## config.mk

```make
export PLATFORM = sky130hd
export DESIGN_NAME = usage_packet_validate_accumulate
export DESIGN_NICKNAME = d
export VERILOG_FILES = /design/src/rtl/core/upva_pkg.sv /design/src/rtl/core/upva_front.sv /design/src/rtl/core/upva_queue.sv /design/src/rtl/core/upva_back.sv /design/src/rtl/core/usage_packet_validate_accumulate.sv
export VERILOG_INCLUDE_DIRS = /design/src /design/src/rtl/core
export SDC_FILE = /design/constraint.sdc
export NUM_CORES = 2
export LEC_CHECK = 0
export ABC_CLOCK_PERIOD_IN_PS = 23700
export BUFFER_PORTS_ARGS = -buffer_cell sky130_fd_sc_hd__buf_2
export CORE_MARGIN = 5
export CORE_UTILIZATION = 45
export DETAILED_ROUTE_END_ITERATION = 8
export PLACE_DENSITY_LB_ADDON = 0.05
export SYNTH_ARGS = -nofsm -noshare
export SYNTH_HDL_FRONTEND = slang
export SYNTH_HIERARCHICAL = 1
export SYNTH_SLANG_ARGS = --single-unit
```

## constraint.sdc

```tcl
create_clock -name i_clk -period 23.7 [get_ports i_clk]
set_input_delay 2.37 -clock i_clk [delete_from_list [all_inputs] [get_ports i_clk]]
set_output_delay 2.37 -clock i_clk [all_outputs]
set_load 0.01 [all_outputs]
```

## src/rtl/core/usage_packet_validate_accumulate_macros.svh

```systemverilog
// Assertion macros shared by the usage report checker.
`ifndef USAGE_PACKET_VALIDATE_ACCUMULATE_MACROS_SVH
`define USAGE_PACKET_VALIDATE_ACCUMULATE_MACROS_SVH

// Same-cycle implication, checked outside reset.
`define UPVA_ASSERT_NOW(label, clk, rst_n, ante, cons) \
    label: assert property (@(posedge clk) disable iff (!rst_n) (ante) |-> (cons)) \
        else $error("upva assertion failed");

// Next-cycle implication, checked outside reset.
`define UPVA_ASSERT_NEXT(label, clk, rst_n, ante, cons) \
    label: assert property (@(posedge clk) disable iff (!rst_n) (ante) |=> (cons)) \
        else $error("upva assertion failed");

`endif

```

## src/rtl/core/upva_pkg.sv

```systemverilog
// ----------------------------------------------------------------------------
// upva_pkg
// Types, constants and the CRC step shared by the usage report checker.
// ----------------------------------------------------------------------------
`default_nettype none

package upva_pkg;

    localparam int PACKET_BYTES    = 48;
    localparam int CRC_SPAN        = 44;
    localparam int PKT_BITS        = PACKET_BYTES * 8;
    localparam logic [31:0] CRC_POLY   = 32'hEDB88320;
    localparam logic [31:0] MIN_STAMP  = 32'd1577836800;
    localparam logic [31:0] MAX_SKEW   = 32'd180;
    localparam logic signed [31:0] MAX_OFFSET = 32'sd50400;
    localparam logic [15:0] MAX_USED   = 16'd10000;
    localparam logic [10:0] TOKENS_PER_FOOD = 11'd1000;
    localparam logic [16:0] OFFSET_RESET = 17'd32400;
    localparam int AMT_BITS        = 54;
    // Inverse of 125 modulo 2^32, used for the exact division by 1000.
    localparam logic [31:0] INV_125 = 32'd652835029;
    // Token growth at or above 1000 * 2^32 always saturates a food counter.
    localparam logic [AMT_BITS-1:0] SAT_AMOUNT = 54'd4294967296000;
    localparam int FOOD_SLOTS_DEF  = 4;

    // Report status codes.
    localparam logic [1:0] ST_OK      = 2'd0;
    localparam logic [1:0] ST_BAD_HDR = 2'd1;
    localparam logic [1:0] ST_RANGE   = 2'd2;
    localparam logic [1:0] ST_STALE   = 2'd3;

    // Configuration register addresses.
    localparam logic [2:0] ADDR_SLOT = 3'd0;

    // One assembled report as handed from the front to the back.
    typedef struct packed {
        logic        hdr_ok;
        logic        prov;
        logic [2:0]  flags;
        logic [31:0] seq_no;
        logic [31:0] stream;
        logic [31:0] stamp;
        logic [63:0] tokens;
        logic [31:0] w0_reset;
        logic [15:0] w0_used;
        logic [15:0] w1_used;
        logic [31:0] w1_reset;
        logic [31:0] offset;
        logic [31:0] sent;
    } t_report;

    // One result word.
    typedef struct packed {
        logic [31:0] w1_reset;
        logic [31:0] w0_reset;
        logic [14:0] w1_used;
        logic [14:0] w0_used;
        logic [16:0] zone_offset;
        logic [31:0] food_total;
        logic        provider;
        logic [1:0]  status;
    } t_result;

    // Reflected CRC-32 over one byte, eight bit steps.
    function automatic logic [31:0] crc_byte(input logic [31:0] crc, input logic [7:0] b);
        logic [31:0] c;
        c = crc ^ {24'd0, b};
        for (int i = 0; i < 8; i++) begin
            c = (c >> 1) ^ (c[0] ? CRC_POLY : 32'd0);
        end
        return c;
    endfunction

endpackage

`default_nettype wire

```

## src/rtl/core/upva_front.sv

```systemverilog
// ----------------------------------------------------------------------------
// upva_front
// Assembles report bytes in a shift line, runs the CRC and pushes each
// complete report with its header verdict into the queue.
// ----------------------------------------------------------------------------
`default_nettype none

module upva_front (
    input  wire logic              i_clk,
    input  wire logic              i_rst_n,
    input  wire logic              i_valid,
    output logic                   o_ready,
    input  wire logic [7:0]        i_byte,
    input  wire logic              i_start,
    input  wire logic              i_q_full,
    output logic                   o_push,
    output upva_pkg::t_report      o_rpt
);
    import upva_pkg::*;

    logic [5:0]          r_cnt;
    logic [31:0]         r_crc;
    logic [PKT_BITS-9:0] r_shift;
    logic [5:0]          cnt_eff;
    logic [31:0]         crc_base;
    logic [31:0]         crc_next;
    logic                last_byte;
    logic                accept;
    logic [PKT_BITS-1:0] pkt;

    // A new word is taken whenever the queue has room.
    assign o_ready = !i_q_full;
    assign accept  = i_valid && o_ready;

    // Byte position and CRC as seen by the current word.
    always_comb begin
        cnt_eff   = i_start ? 6'd0 : r_cnt;
        crc_base  = i_start ? 32'hFFFFFFFF : r_crc;
        crc_next  = (cnt_eff < 6'(CRC_SPAN)) ? crc_byte(crc_base, i_byte) : crc_base;
        last_byte = (cnt_eff == 6'(PACKET_BYTES - 1));
        pkt       = {i_byte, r_shift};
    end

    // Byte counter and running CRC.
    always_ff @(posedge i_clk) begin
        if (!i_rst_n) begin
            r_cnt <= 6'd0;
            r_crc <= 32'hFFFFFFFF;
        end else if (accept) begin
            if (last_byte) begin
                r_cnt <= 6'd0;
                r_crc <= 32'hFFFFFFFF;
            end else begin
                r_cnt <= cnt_eff + 6'd1;
                r_crc <= crc_next;
            end
        end
    end

    // Shift line holding the earlier bytes of the report.
    always_ff @(posedge i_clk) begin
        if (accept) begin
            r_shift <= {i_byte, r_shift[PKT_BITS-9:8]};
        end
    end

    // Field extraction from the full report.
    assign o_push = accept && last_byte;

    always_comb begin
        o_rpt.hdr_ok   = (pkt[7:0] == 8'd1) && (pkt[15:8] == 8'd1) &&
                         (pkt[23:17] == 7'd0) && (pkt[31:27] == 5'd0) &&
                         ((~crc_base) == pkt[383:352]);
        o_rpt.prov     = pkt[16];
        o_rpt.flags    = pkt[26:24];
        o_rpt.seq_no   = pkt[63:32];
        o_rpt.stream   = pkt[95:64];
        o_rpt.stamp    = pkt[127:96];
        o_rpt.tokens   = pkt[191:128];
        o_rpt.w0_reset = pkt[223:192];
        o_rpt.w0_used  = pkt[239:224];
        o_rpt.w1_used  = pkt[255:240];
        o_rpt.w1_reset = pkt[287:256];
        o_rpt.offset   = pkt[319:288];
        o_rpt.sent     = pkt[351:320];
    end

endmodule

`default_nettype wire

```

## src/rtl/core/upva_queue.sv

```systemverilog
// ----------------------------------------------------------------------------
// upva_queue
// Two-entry queue of assembled reports between the front and the back.
// ----------------------------------------------------------------------------
`default_nettype none

module upva_queue (
    input  wire logic              i_clk,
    input  wire logic              i_rst_n,
    input  wire logic              i_push,
    input  upva_pkg::t_report      i_rpt,
    output logic                   o_full,
    output logic                   o_valid,
    input  wire logic              i_pop,
    output upva_pkg::t_report      o_rpt
);
    import upva_pkg::*;

    t_report    r_mem [2];
    logic       r_wp;
    logic       r_rp;
    logic [1:0] r_cnt;

    assign o_full  = (r_cnt == 2'd2);
    assign o_valid = (r_cnt != 2'd0);
    assign o_rpt   = r_mem[r_rp];

    // Pointers and fill level.
    always_ff @(posedge i_clk) begin
        if (!i_rst_n) begin
            r_wp  <= 1'b0;
            r_rp  <= 1'b0;
            r_cnt <= 2'd0;
        end else begin
            if (i_push) begin
                r_wp <= !r_wp;
            end
            if (i_pop) begin
                r_rp <= !r_rp;
            end
            r_cnt <= r_cnt + {1'b0, i_push} - {1'b0, i_pop};
        end
    end

    // Entry storage.
    always_ff @(posedge i_clk) begin
        if (i_push) begin
            r_mem[r_wp] <= i_rpt;
        end
    end

endmodule

`default_nettype wire

```

## src/rtl/core/upva_back.sv

```systemverilog
// ----------------------------------------------------------------------------
// upva_back
// Judges a queued report, updates the per-provider state and, when the token
// count grows, reduces the growth modulo 1000 by folding, finds the quotient by
// an exact multiply and credits the food slot.
// ----------------------------------------------------------------------------
`default_nettype none

`include "usage_packet_validate_accumulate_macros.svh"

module upva_back #(
    parameter int FOOD_SLOTS = upva_pkg::FOOD_SLOTS_DEF
) (
    input  wire logic              i_clk,
    input  wire logic              i_rst_n,
    input  wire logic              i_valid,
    input  upva_pkg::t_report      i_rpt,
    output logic                   o_pop,
    input  wire logic [1:0]        i_slot,
    output logic                   o_valid,
    input  wire logic              i_ready,
    output upva_pkg::t_result      o_res
);
    import upva_pkg::*;

    localparam int SW = (FOOD_SLOTS > 1) ? $clog2(FOOD_SLOTS) : 1;

    localparam logic [2:0] S_IDLE = 3'd0;
    localparam logic [2:0] S_CHK  = 3'd1;
    localparam logic [2:0] S_ADD  = 3'd2;
    localparam logic [2:0] S_FOLD = 3'd3;
    localparam logic [2:0] S_FOOD = 3'd4;
    localparam logic [2:0] S_OUT  = 3'd5;
    localparam logic [2:0] S_MUL  = 3'd6;

    logic [2:0]          r_state;
    logic [1:0]          r_status;
    logic [31:0]         r_stream [2];
    logic [31:0]         r_seq    [2];
    logic [31:0]         r_stamp  [2];
    logic [52:0]         r_tok    [2];
    logic [9:0]          r_rem    [2];
    logic [1:0]          r_hb;
    logic [14:0]         r_wused  [4];
    logic [31:0]         r_wreset [4];
    logic [31:0]         r_food   [FOOD_SLOTS];
    logic [16:0]         r_offset;
    logic [AMT_BITS-1:0] r_diff;
    logic [9:0]          r_remeff;
    logic [AMT_BITS-1:0] r_divn;
    logic [9:0]          r_dr;
    logic [31:0]         r_qlo;
    t_result             r_res;
    logic                r_ovalid;

    logic                p;
    logic [SW-1:0]       slot;
    logic                same;
    logic                hb_e;
    logic [52:0]         tc_e;
    logic [9:0]          rem_e;
    logic                tok_gt;
    logic                range_bad;
    logic                stale;
    logic [1:0]          status_c;
    logic [31:0]         skew;
    logic [AMT_BITS-1:0] fold_v;
    logic [AMT_BITS-1:0] exact_amt;
    logic [31:0]         q_lo;
    logic [32:0]         food_sum;
    logic                out_free;

    assign p        = i_rpt.prov;
    assign out_free = !r_ovalid || i_ready;

    // Selected slot, clamped to the slots that exist.
    always_comb begin
        if ({30'd0, i_slot} < 32'(FOOD_SLOTS)) begin
            slot = SW'(i_slot);
        end else begin
            slot = SW'(FOOD_SLOTS - 1);
        end
    end

    // Report judgment against the stored provider state.
    always_comb begin
        skew      = i_rpt.sent - i_rpt.stamp;
        same      = (r_stream[p] == i_rpt.stream);
        hb_e      = same && r_hb[p];
        tc_e      = same ? r_tok[p] : 53'd0;
        rem_e     = same ? r_rem[p] : 10'd0;
        tok_gt    = (i_rpt.tokens[52:0] > tc_e);
        range_bad = (i_rpt.stream == 32'd0) || (i_rpt.stamp < MIN_STAMP) ||
                    (i_rpt.sent < i_rpt.stamp) || (skew > MAX_SKEW) ||
                    ($signed(i_rpt.offset) < -MAX_OFFSET) ||
                    ($signed(i_rpt.offset) > MAX_OFFSET) ||
                    (i_rpt.tokens[63:53] != 11'd0) ||
                    (i_rpt.flags[1] && (i_rpt.w0_used > MAX_USED)) ||
                    (i_rpt.flags[2] && (i_rpt.w1_used > MAX_USED));
        stale     = same && (i_rpt.seq_no <= r_seq[p]);
        if (!i_rpt.hdr_ok) begin
            status_c = ST_BAD_HDR;
        end else if (range_bad) begin
            status_c = ST_RANGE;
        end else if (stale) begin
            status_c = ST_STALE;
        end else begin
            status_c = ST_OK;
        end
    end

    // Residue modulo 1000 by folding the bits above 2^10 back in as 24 each,
    // then the quotient of the exact multiple of 1000 through the inverse of 125.
    always_comb begin
        fold_v    = AMT_BITS'({r_divn[AMT_BITS-1:10], 4'd0}) +
                    AMT_BITS'({r_divn[AMT_BITS-1:10], 3'd0}) +
                    AMT_BITS'(r_divn[9:0]);
        exact_amt = r_diff - AMT_BITS'(r_dr);
        q_lo      = exact_amt[34:3] * INV_125;
        food_sum  = {1'b0, r_food[slot]} + {1'b0, r_qlo};
    end

    assign o_pop = (r_state == S_OUT) && out_free;

    // Sequencer and stored state.
    always_ff @(posedge i_clk) begin
        if (!i_rst_n) begin
            r_state  <= S_IDLE;
            r_status <= ST_OK;
            r_hb     <= 2'b00;
            r_offset <= OFFSET_RESET;
            r_ovalid <= 1'b0;
            for (int i = 0; i < 2; i++) begin
                r_stream[i] <= 32'd0;
                r_seq[i]    <= 32'd0;
                r_stamp[i]  <= 32'd0;
                r_tok[i]    <= 53'd0;
                r_rem[i]    <= 10'd0;
            end
            for (int i = 0; i < 4; i++) begin
                r_wused[i]  <= 15'h7FFF;
                r_wreset[i] <= 32'd0;
            end
            for (int i = 0; i < FOOD_SLOTS; i++) begin
                r_food[i] <= 32'd0;
            end
        end else begin
            if (o_pop) begin
                r_ovalid <= 1'b1;
            end else if (i_ready) begin
                r_ovalid <= 1'b0;
            end
            case (r_state)
                S_IDLE: begin
                    if (i_valid) begin
                        r_state <= S_CHK;
                    end
                end
                S_CHK: begin
                    r_status <= status_c;
                    r_state  <= S_OUT;
                    if (status_c == ST_OK) begin
                        r_stream[p] <= i_rpt.stream;
                        r_seq[p]    <= i_rpt.seq_no;
                        r_stamp[p]  <= i_rpt.stamp;
                        r_offset    <= i_rpt.offset[16:0];
                        if (!same) begin
                            r_rem[p] <= 10'd0;
                        end
                        if (i_rpt.flags[0]) begin
                            r_tok[p] <= (!hb_e || tok_gt) ? i_rpt.tokens[52:0] : tc_e;
                            r_hb[p]  <= 1'b1;
                            if (hb_e && tok_gt) begin
                                r_state <= S_ADD;
                            end
                        end else if (!same) begin
                            r_tok[p] <= 53'd0;
                            r_hb[p]  <= 1'b0;
                        end
                        r_wused[{p, 1'b0}]  <= i_rpt.flags[1] ? i_rpt.w0_used[14:0] : 15'h7FFF;
                        r_wused[{p, 1'b1}]  <= i_rpt.flags[2] ? i_rpt.w1_used[14:0] : 15'h7FFF;
                        r_wreset[{p, 1'b0}] <= (i_rpt.flags[1] && i_rpt.w0_reset > i_rpt.stamp)
                                               ? i_rpt.w0_reset : 32'd0;
                        r_wreset[{p, 1'b1}] <= (i_rpt.flags[2] && i_rpt.w1_reset > i_rpt.stamp)
                                               ? i_rpt.w1_reset : 32'd0;
                    end
                    r_diff   <= {1'b0, i_rpt.tokens[52:0]} - {1'b0, tc_e};
                    r_remeff <= rem_e;
                end
                S_ADD: begin
                    r_diff  <= r_diff + AMT_BITS'(r_remeff);
                    r_divn  <= r_diff + AMT_BITS'(r_remeff);
                    r_state <= S_FOLD;
                end
                S_FOLD: begin
                    if (r_divn[AMT_BITS-1:10] == '0) begin
                        if ({1'b0, r_divn[9:0]} >= TOKENS_PER_FOOD) begin
                            r_dr <= 10'({1'b0, r_divn[9:0]} - TOKENS_PER_FOOD);
                        end else begin
                            r_dr <= r_divn[9:0];
                        end
                        r_state <= S_MUL;
                    end else begin
                        r_divn <= fold_v;
                    end
                end
                S_MUL: begin
                    r_qlo   <= q_lo;
                    r_state <= S_FOOD;
                end
                S_FOOD: begin
                    if ((r_diff >= SAT_AMOUNT) || food_sum[32]) begin
                        r_food[slot] <= 32'hFFFFFFFF;
                    end else begin
                        r_food[slot] <= food_sum[31:0];
                    end
                    r_rem[p] <= r_dr;
                    r_state  <= S_OUT;
                end
                S_OUT: begin
                    if (out_free) begin
                        r_state <= S_IDLE;
                    end
                end
                default: begin
                    r_state <= S_IDLE;
                end
            endcase
        end
    end

    // Result register, loaded from the stored state.
    always_ff @(posedge i_clk) begin
        if (o_pop) begin
            r_res.status      <= r_status;
            r_res.provider    <= p;
            r_res.food_total  <= r_food[slot];
            r_res.zone_offset <= r_offset;
            r_res.w0_used     <= r_wused[{p, 1'b0}];
            r_res.w1_used     <= r_wused[{p, 1'b1}];
            r_res.w0_reset    <= r_wreset[{p, 1'b0}];
            r_res.w1_reset    <= r_wreset[{p, 1'b1}];
        end
    end

    assign o_valid = r_ovalid;
    assign o_res   = r_res;

    // The folding runs only while a report is in hand.
    `UPVA_ASSERT_NOW(a_fold_busy, i_clk, i_rst_n, r_state == S_FOLD, i_valid)
    // The residue stays below the divisor.
    `UPVA_ASSERT_NOW(a_rem_range, i_clk, i_rst_n, r_state == S_MUL, r_dr < 10'd1000)
    // A popped report leaves a result waiting.
    `UPVA_ASSERT_NEXT(a_pop_result, i_clk, i_rst_n, o_pop, o_valid && r_state == S_IDLE)

endmodule

`default_nettype wire

```

## src/rtl/core/usage_packet_validate_accumulate.sv

```systemverilog
// ----------------------------------------------------------------------------
// usage_packet_validate_accumulate
// Usage report checker: assembles 48-byte reports, validates them and
// credits token growth to a food counter.
// ----------------------------------------------------------------------------
// Channel   Direction  Contents
// s stream  in         tdata: data_byte; tuser: packet_start
// m stream  out        tdata: status, provider, food_total, zone offset,
//                      window0/1_used, window0/1_reset
// APB       in/out     register 0 at byte address 0: selected_slot
//
// One byte is taken per cycle, back to back, while the report queue has room.
// The result word follows the last byte of a report through the queue and
// the check; when food is credited, also through the add, the folding of the
// token growth to its residue modulo 1000, the multiply and the food update.
// A stalled result holds in the output register; bytes flow until the queue fills.
// Reset is synchronous, active low, and clears the control, provider and food state at once.
// ----------------------------------------------------------------------------
`default_nettype none

module usage_packet_validate_accumulate #(
    parameter int FOOD_SLOTS = upva_pkg::FOOD_SLOTS_DEF
) (
    input  wire logic          i_clk,
    input  wire logic          i_rst_n,
    input  wire logic          i_s_tvalid,
    output logic               o_s_tready,
    input  wire logic [7:0]    i_s_tdata,   // [7:0] data_byte
    input  wire logic          i_s_tuser,   // [0] packet_start
    output logic               o_m_tvalid,
    input  wire logic          i_m_tready,
    // [1:0] status, [2] provider, [34:3] food_total, [51:35] zone offset,
    // [66:52] window0_used, [81:67] window1_used, [113:82] window0_reset,
    // [145:114] window1_reset, [151:146] zero
    output logic [151:0]       o_m_tdata,
    input  wire logic          i_psel,
    input  wire logic          i_penable,
    input  wire logic          i_pwrite,
    input  wire logic [2:0]    i_paddr,
    input  wire logic [31:0]   i_pwdata,
    output logic [31:0]        o_prdata,
    output logic               o_pready
);
    import upva_pkg::*;

    logic    r_slot_lo;
    logic    r_slot_hi;
    logic    q_full;
    logic    q_valid;
    logic    push;
    logic    pop;
    t_report front_rpt;
    t_report q_rpt;
    t_result res;

    // Configuration register.
    assign o_pready = 1'b1;
    assign o_prdata = (i_paddr == ADDR_SLOT) ? {30'd0, r_slot_hi, r_slot_lo} : 32'd0;

    always_ff @(posedge i_clk) begin
        if (!i_rst_n) begin
            r_slot_lo <= 1'b0;
            r_slot_hi <= 1'b0;
        end else if (i_psel && i_penable && i_pwrite && o_pready &&
                     (i_paddr == ADDR_SLOT)) begin
            r_slot_lo <= i_pwdata[0];
            r_slot_hi <= i_pwdata[1];
        end
    end

    upva_front u_front (
        .i_clk    (i_clk),
        .i_rst_n  (i_rst_n),
        .i_valid  (i_s_tvalid),
        .o_ready  (o_s_tready),
        .i_byte   (i_s_tdata),
        .i_start  (i_s_tuser),
        .i_q_full (q_full),
        .o_push   (push),
        .o_rpt    (front_rpt)
    );

    upva_queue u_queue (
        .i_clk   (i_clk),
        .i_rst_n (i_rst_n),
        .i_push  (push),
        .i_rpt   (front_rpt),
        .o_full  (q_full),
        .o_valid (q_valid),
        .i_pop   (pop),
        .o_rpt   (q_rpt)
    );

    upva_back #(
        .FOOD_SLOTS (FOOD_SLOTS)
    ) u_back (
        .i_clk   (i_clk),
        .i_rst_n (i_rst_n),
        .i_valid (q_valid),
        .i_rpt   (q_rpt),
        .o_pop   (pop),
        .i_slot  ({r_slot_hi, r_slot_lo}),
        .o_valid (o_m_tvalid),
        .i_ready (i_m_tready),
        .o_res   (res)
    );

    // Result word packed from the lowest field up.
    assign o_m_tdata = {6'd0, res};

endmodule

`default_nettype wire
```

Word-level counts from Yosys, hierarchy flattened --
Memory sizes are Yosys's and may differ from the RTL's. A register that Yosys moved wholly into a read port is not among the register bits. Cells that the tools add are included.
Storage, ports and cells: register bits 647, bits in writable memories 1220, input bits 51, output and inout bits 187, logic and storage cells 263, memories 8
Memory list:
- u_queue.r_mem | depth 2, width 325, rd ports 1, clocked after Yosys merged registers in 1, write ports 1, RTL line upva_queue.sv:19 | t_report r_mem [2];
- u_back.r_food | depth 4, width 32, rd ports 1, clocked after Yosys merged registers in 1, write ports 4, RTL line upva_back.sv:46 | logic [31:0] r_food [FOOD_SLOTS];
- u_back.r_wreset | depth 4, width 32, rd ports 2, clocked after Yosys merged registers in 2, write ports 4, RTL line upva_back.sv:45 | logic [31:0] r_wreset [4];
- u_back.r_tok | depth 2, width 53, rd ports 1, clocked after Yosys merged registers in 0, write ports 2, RTL line upva_back.sv:41 | logic [52:0] r_tok [2];
- u_back.r_seq | depth 2, width 32, rd ports 1, clocked after Yosys merged registers in 0, write ports 2, RTL line upva_back.sv:39 | logic [31:0] r_seq [2];
- u_back.r_stream | depth 2, width 32, rd ports 1, clocked after Yosys merged registers in 0, write ports 2, RTL line upva_back.sv:38 | logic [31:0] r_stream [2];
- +2 memories
Operators by class: add/subtract/negate cells 11, multipliers 1, order comparisons 16, eq/ne operators 17, multiplexer cells 109, bitwise gates (word level) 16, reduce and logical (&&, ||, !) cells 64
Operators with widths (number):
- $mux W32 | 19
- $xor A31 B32 Y32 | 8
- $pmux W54 S2 | 2
- $mux W53 | 4
- $reduce_or A32 Y1 | 5
- $add A54 B10 Y54 | 2
- $eq A32 B32 Y1 | 2
- $gt A32 B32 Y1 | 2
- $mux W15 | 4
- $ge A54 B42 Y1 const B | 1
- $mux W54 | 1
- $sub A53 B53 Y54 | 1
- $gt A53 B53 Y1 | 1
- $mux W1 | 53
- $reduce_or A53 Y1 | 1
- $add A48 B47 Y49 | 1
- $logic_not A44 Y1 | 1
- $sub A35 B10 Y35 | 1
- $add A32 B32 Y33 | 1
- $gt A16 B14 Y1 const B | 2
- $gt A32 B17 Y1 const B | 1
- $gt A32 B8 Y1 const B | 1
- $le A32 B32 Y1 | 1
- $logic_not A32 Y1 | 1
- other kinds (46) | 118

Longest topological paths before layout --
depth after elaboration 20, gate-level depth with buffers 39, mapped depth without buffers 39

By module --
Netlist, hierarchy kept.
By module, submodules not included:
- upva_back | times used 1, cells each 5342, area an instance 59689.7 um^2, seq. area each 26805.7 um^2
- upva_queue | times used 1, cells each 1032, area an instance 23842.9 um^2, seq. area each 19618.8 um^2
- upva_front | times used 1, cells each 1149, area an instance 17320.4 um^2, seq. area each 12051.6 um^2
- usage_packet_validate_accumulate | times used 1, cells each 51, area an instance 396.6 um^2, seq. area each 40.0 um^2

Worst setup path after synthesis --
No wires, ideal clock.
kind in2reg, start point input port i_s_tuser, end point register u_queue.r_wp, setup time 0.125 ns, arrival time 19.156 ns, required time 23.575 ns, path slack 4.419 ns, stages 12, buffers on the path 4, path through buf_2 > buf_2 > buf_1 > clkbuf_1 > nor2b_1 > ha_1 > nand3_1 > nor2_1 > nand2_1 > nor2_1 > nor2b_1 > o21a_1
On the way: cells in the longest elaborated chain, start to end 3
Ends and longest elaborated chain:
- from (decl) | RTL line usage_packet_validate_accumulate.sv:29 | input wire logic i_s_tuser,
- $mux W6 | RTL line upva_front.sv:37 | cnt_eff = i_start ? 6'd0 : r_cnt;
- $eq A6 B6 Y1 | RTL line upva_front.sv:40 | last_byte = (cnt_eff == 6'(PACKET_BYTES - 1));
- $logic_and A1 B1 Y1 | RTL line upva_front.sv:68 | assign o_push = accept && last_byte;
- named net push | RTL line usage_packet_validate_accumulate.sv:50 | logic push;
- to (signal assigned) | RTL line upva_queue.sv:36 | r_wp <= !r_wp;
- to (decl) | RTL line upva_queue.sv:20 | logic r_wp;
The timed path passes the listed nets, and every way through them passes these cells. A chain may end at the register's enable or synchronous reset.

Worst setup path in the final report --
start point register u_back.r_diff[1], end point register u_back.r_qlo[31] (data pin)
On the way: cells in the longest elaborated chain, start to end 2
Ends and longest elaborated chain:
- from (decl) | RTL line upva_back.sv:48 | logic [AMT_BITS-1:0] r_diff;
- from (signal assigned) | RTL line upva_back.sv:187 | r_diff <= {1'b0, i_rpt.tokens[52:0]} - {1'b0, tc_e};
- from (signal assigned) | RTL line upva_back.sv:191 | r_diff <= r_diff + AMT_BITS'(r_remeff);
- $sub A35 B10 Y35 | RTL line upva_back.sv:118 | exact_amt = r_diff - AMT_BITS'(r_dr);
- $mul A32 B30 Y32 | RTL line upva_back.sv:119 | q_lo = exact_amt[34:3] * INV_125;
- named net u_back.q_lo[31] | RTL line upva_back.sv:69 | logic [31:0] q_lo;
- to (signal assigned) | RTL line upva_back.sv:208 | r_qlo <= q_lo;
- to (decl) | RTL line upva_back.sv:52 | logic [31:0] r_qlo;
The timed path passes the listed nets, and every way through them passes these cells.

==> flow_metrics.tcl <==
set metrics [dict create \
    clock-sinks 1972 \
    worst-endpoint-required_ns 24.29 \
    fin_util_pct 48.8 \
    min_from "u_back/r_divn[0]" \
    syn_avg_cell_area_um2 13.4 \
    comb_power_share_pct 52.3 \
    synth_xor_area_share_pct 3.72 \
    synth_top_cell_area_share_pct 56.4 \
    synth_cells 7574 \
    cp.arrival_ns 10.94 \
    die_w_um 484 \
    cts_max_path_buffers 3 \
    holdPathEnd "u_back/r_dr[0]" \
    cts-root-buf "clkbuf_16" \
    cts_tree "built" \
    skew_ns 0.0663 \
    place_area_um2 103000 \
    yosys.area_share.simple_pct 8.58 \
    synthMuxAreaShare_pct 7.76 \
    grt_pass1_vias 57600 \
    critPathLaunchType "flop" \
    synth-seq-cells 1972 \
    die_area_um2 235000 \
    layout_common_cells "edfxtp_1, nor2_1, ha_1, inv_1, mux2_2" \
    wl_per_cell_um 23.9 \
    tightestPinTransition_ns 1.19 \
    num_vias 57900 \
    grt_pass1_wl_um 376000 \
    crit_top_cell "inv_1" \
    layout-drive-gt1-share_pct 15.1 \
    clockPowerShare_pct 19.7 \
    hp-class "reg2reg" \
    rr_startpoint "u_back/r_diff[1]" \
    area_growth_pct 8.27 \
    fmax_mhz 96.6 \
    synth.area.top_cells "edfxtp_1, ha_1, mux2_2, fa_1, buf_4" \
    finalMaxSlewViolations 0 \
    io_pins 238 \
    final_common_cell "edfxtp_1" \
    track_usage_pct 21.3 \
    critical_path_class "reg2reg" \
    finalSetupTns_ns 0 \
    portBuffers 170 \
    synthAdderAreaFrac_pct 10.4 \
    power_leakage_nw 41.4 \
    fp.dieH_um 484 \
    p_sw_w 0.00619 \
    path_max_fanout 8 \
    drc_errors 0 \
    clk_pin_slew_ns 0.06 \
    p_seq_share_pct 28.0 \
    relSlewSlack_pct 20.3 \
    peakVddDrop_mv 0.622 \
    vias_per_cell 5.44 \
    coreArea_um2 224000 \
    p_int_w 0.0101 \
    r2r_slack_ns 13.35 \
    synthesis.area_um2 101000 \
    insertion_delay_ns 0.87 \
    h-tree-depth 4 \
    start_util_pct 45.1 \
    reg2reg_depth 33 \
    maxCapViolations 0 \
    whs_path_depth 0 \
    hold_viol 0 \
    finalCritPeriodShare_pct 43.7 \
    ys_seq_area_share_pct 57.8 \
    ys_warn_count 6 \
    post-cts-setup-buffer-count 0 \
    cts_resized 0 \
    swShare_pct 38.0 \
    layout.nets 8234 \
    cpPeakStageDelay_ns 0.74 \
    min_period_ns 10.35 \
    holdWs_ns 0.378 \
    powerDensity_nw_per_um2 149 \
    overflow 0 \
    end_kind "flop" \
    synth.distinct_cells 106 \
    synth_area_leader_cell "edfxtp_1" \
    ys.flop_type "edfxtp_1" \
    antenna_found_initial 14 \
    hpwlAfterDp_um 175000 \
    dr.pass1.iters 5 \
    final_area_um2 110000 \
    ctsHoldBuffers 0 \
    synth_edf_count 1902 \
    timing.rr.end "u_back/r_qlo[31]" \
    crit_slowest_cell "a21oi_1" \
    place.gp.congestion 0.871 \
    synthArstFlopShare_pct 0 \
    ant_nets 0 \
    finalPower_w 0.0163 \
    outcome "complete, no violations" \
    drt-total-wl_um 254000 \
    setup_viol 0 \
    synth_top_family_by_area "adder cells" \
    synth-compound-area-share_pct 5.79 \
    drt_iter0_drc 4473 \
    grt_max_degree 139 \
    rsz0062_at_grt "false" \
    numCtsBuffers 210 \
    num_rows 174 \
]
==> through the flow <==
stage	worst slack [ns]	cells
4_1_cts	13.31	10600
3_5_place_dp	13.33	10200
2_1_floorplan	4.42	7609
6_report	13.35	10600
3_3_place_gp	13.35	10200
5_1_grt	12.69	10600
==> logic make-up (layout without fill, tap and decap cells) <==
group                      after synthesis  count (layout)
DFF                                   1972            1972
and+or+nand+nor                       1724            1724
buffers and inverters                 1150            1175
AOI/OAI and AO/OA                      917             917
adders and majority gates              727             727
muxes                                  677             677
xor gates and xnor gates               405             405
other                                    2              47
==> Yosys cell counts, types with 11 or more instances <==
library cell	count
a211oi_1	23
a21o_1	121
a21oi_1	282
a31oi_1	31
and2_1	154
and3_1	169
buf_1	13
buf_2	54
buf_4	374
buf_6	32
clkbuf_1	152
dfxtp_1	70
edfxtp_1	1902
fa_1	190
ha_1	536
inv_1	516
mux2_2	462
mux2_4	20
mux2i_1	162
mux4_2	32
nand2_1	307
nand2b_1	56
nand3_1	66
nand3b_1	68
nand4_1	75
nor2_1	549
nor2b_1	55
nor3_1	79
nor3b_1	12
nor4_1	58
o211ai_1	38
o21a_1	53
o21ai_0	174
o21ai_1	11
o21bai_1	25
o22ai_1	16
o31ai_1	13
or2_2	12
or3_1	23
xnor2_1	272
xor2_1	116
==> final cells by class <==
type	instances	area, um^2
sequential	1972	58500
clock buffer	263	5520
inverter	519	1960
timing repair buffer	267	1620
clock inverter	126	1240
multi-input combinational	4487	37000
fill	19700	115000
tap	2992	3740
antenna	10	25.0
==> metal layers <==
metal | global-route usage (%) | up-vias | routed length (um)
met4 | 4.82 | 0 | 5330
met3 | 3.81 | 318 | 14600
met5 | 0 | - | 0
li1 | - | 26900 | -
met2 | 32.3 | 1407 | 112000
met1 | 31.9 | 29300 | 122000
==> sequential cells by signal (all words and copies together) (netlist names), 60 cells and up, named ones only <==
signal	count
u_queue/r_mem	650
u_back/r_stream	64
u_back/r_food	128
u_back/r_wreset	128
u_front/r_shift	376
u_back/r_wused	60
u_back/r_seq	64
u_back/r_tok	106
u_back/o_res	146
==> worst max-delay path by stage <==
| stage | start | end | cells past startpoint |
|---|---|---|---|
| after floorplan | i_s_tuser | u_queue/r_wp | 12 |
| after global placement | u_back/r_dr[2] | u_back/r_qlo[31] | 40 |
| after detailed placement | u_back/r_dr[2] | u_back/r_qlo[31] | 40 |
| after CTS | u_back/r_diff[1] | u_back/r_qlo[31] | 33 |
| after global routing | u_back/r_diff[1] | u_back/r_qlo[31] | 33 |
| final | u_back/r_diff[1] | u_back/r_qlo[31] | 33 |
==> worst max-delay path, delay by kind of cell, from the launching register on <==
family          cells  cell delay [ns]
compound gates     10             3.31
xor+xnor            2             0.78
fa+ha+maj           9             4.02
buf+inv             7             0.72
flops               1             0.44
simple gates        5             0.81
==> power by group through the flow <==
stage | sequential (W) | combinational, W | clock (W)
after detailed placement | 0.00463 | 0.00874 | 0
after floorplan | 0.00459 | 0.00683 | 0
after global routing | 0.00457 | 0.00985 | 0.00346
after global placement | 0.00462 | 0.00869 | 0
after CTS | 0.00456 | 0.00880 | 0.00331
final | 0.00456 | 0.00852 | 0.00321
No activity file was read; power rests on OpenSTA's default activity.
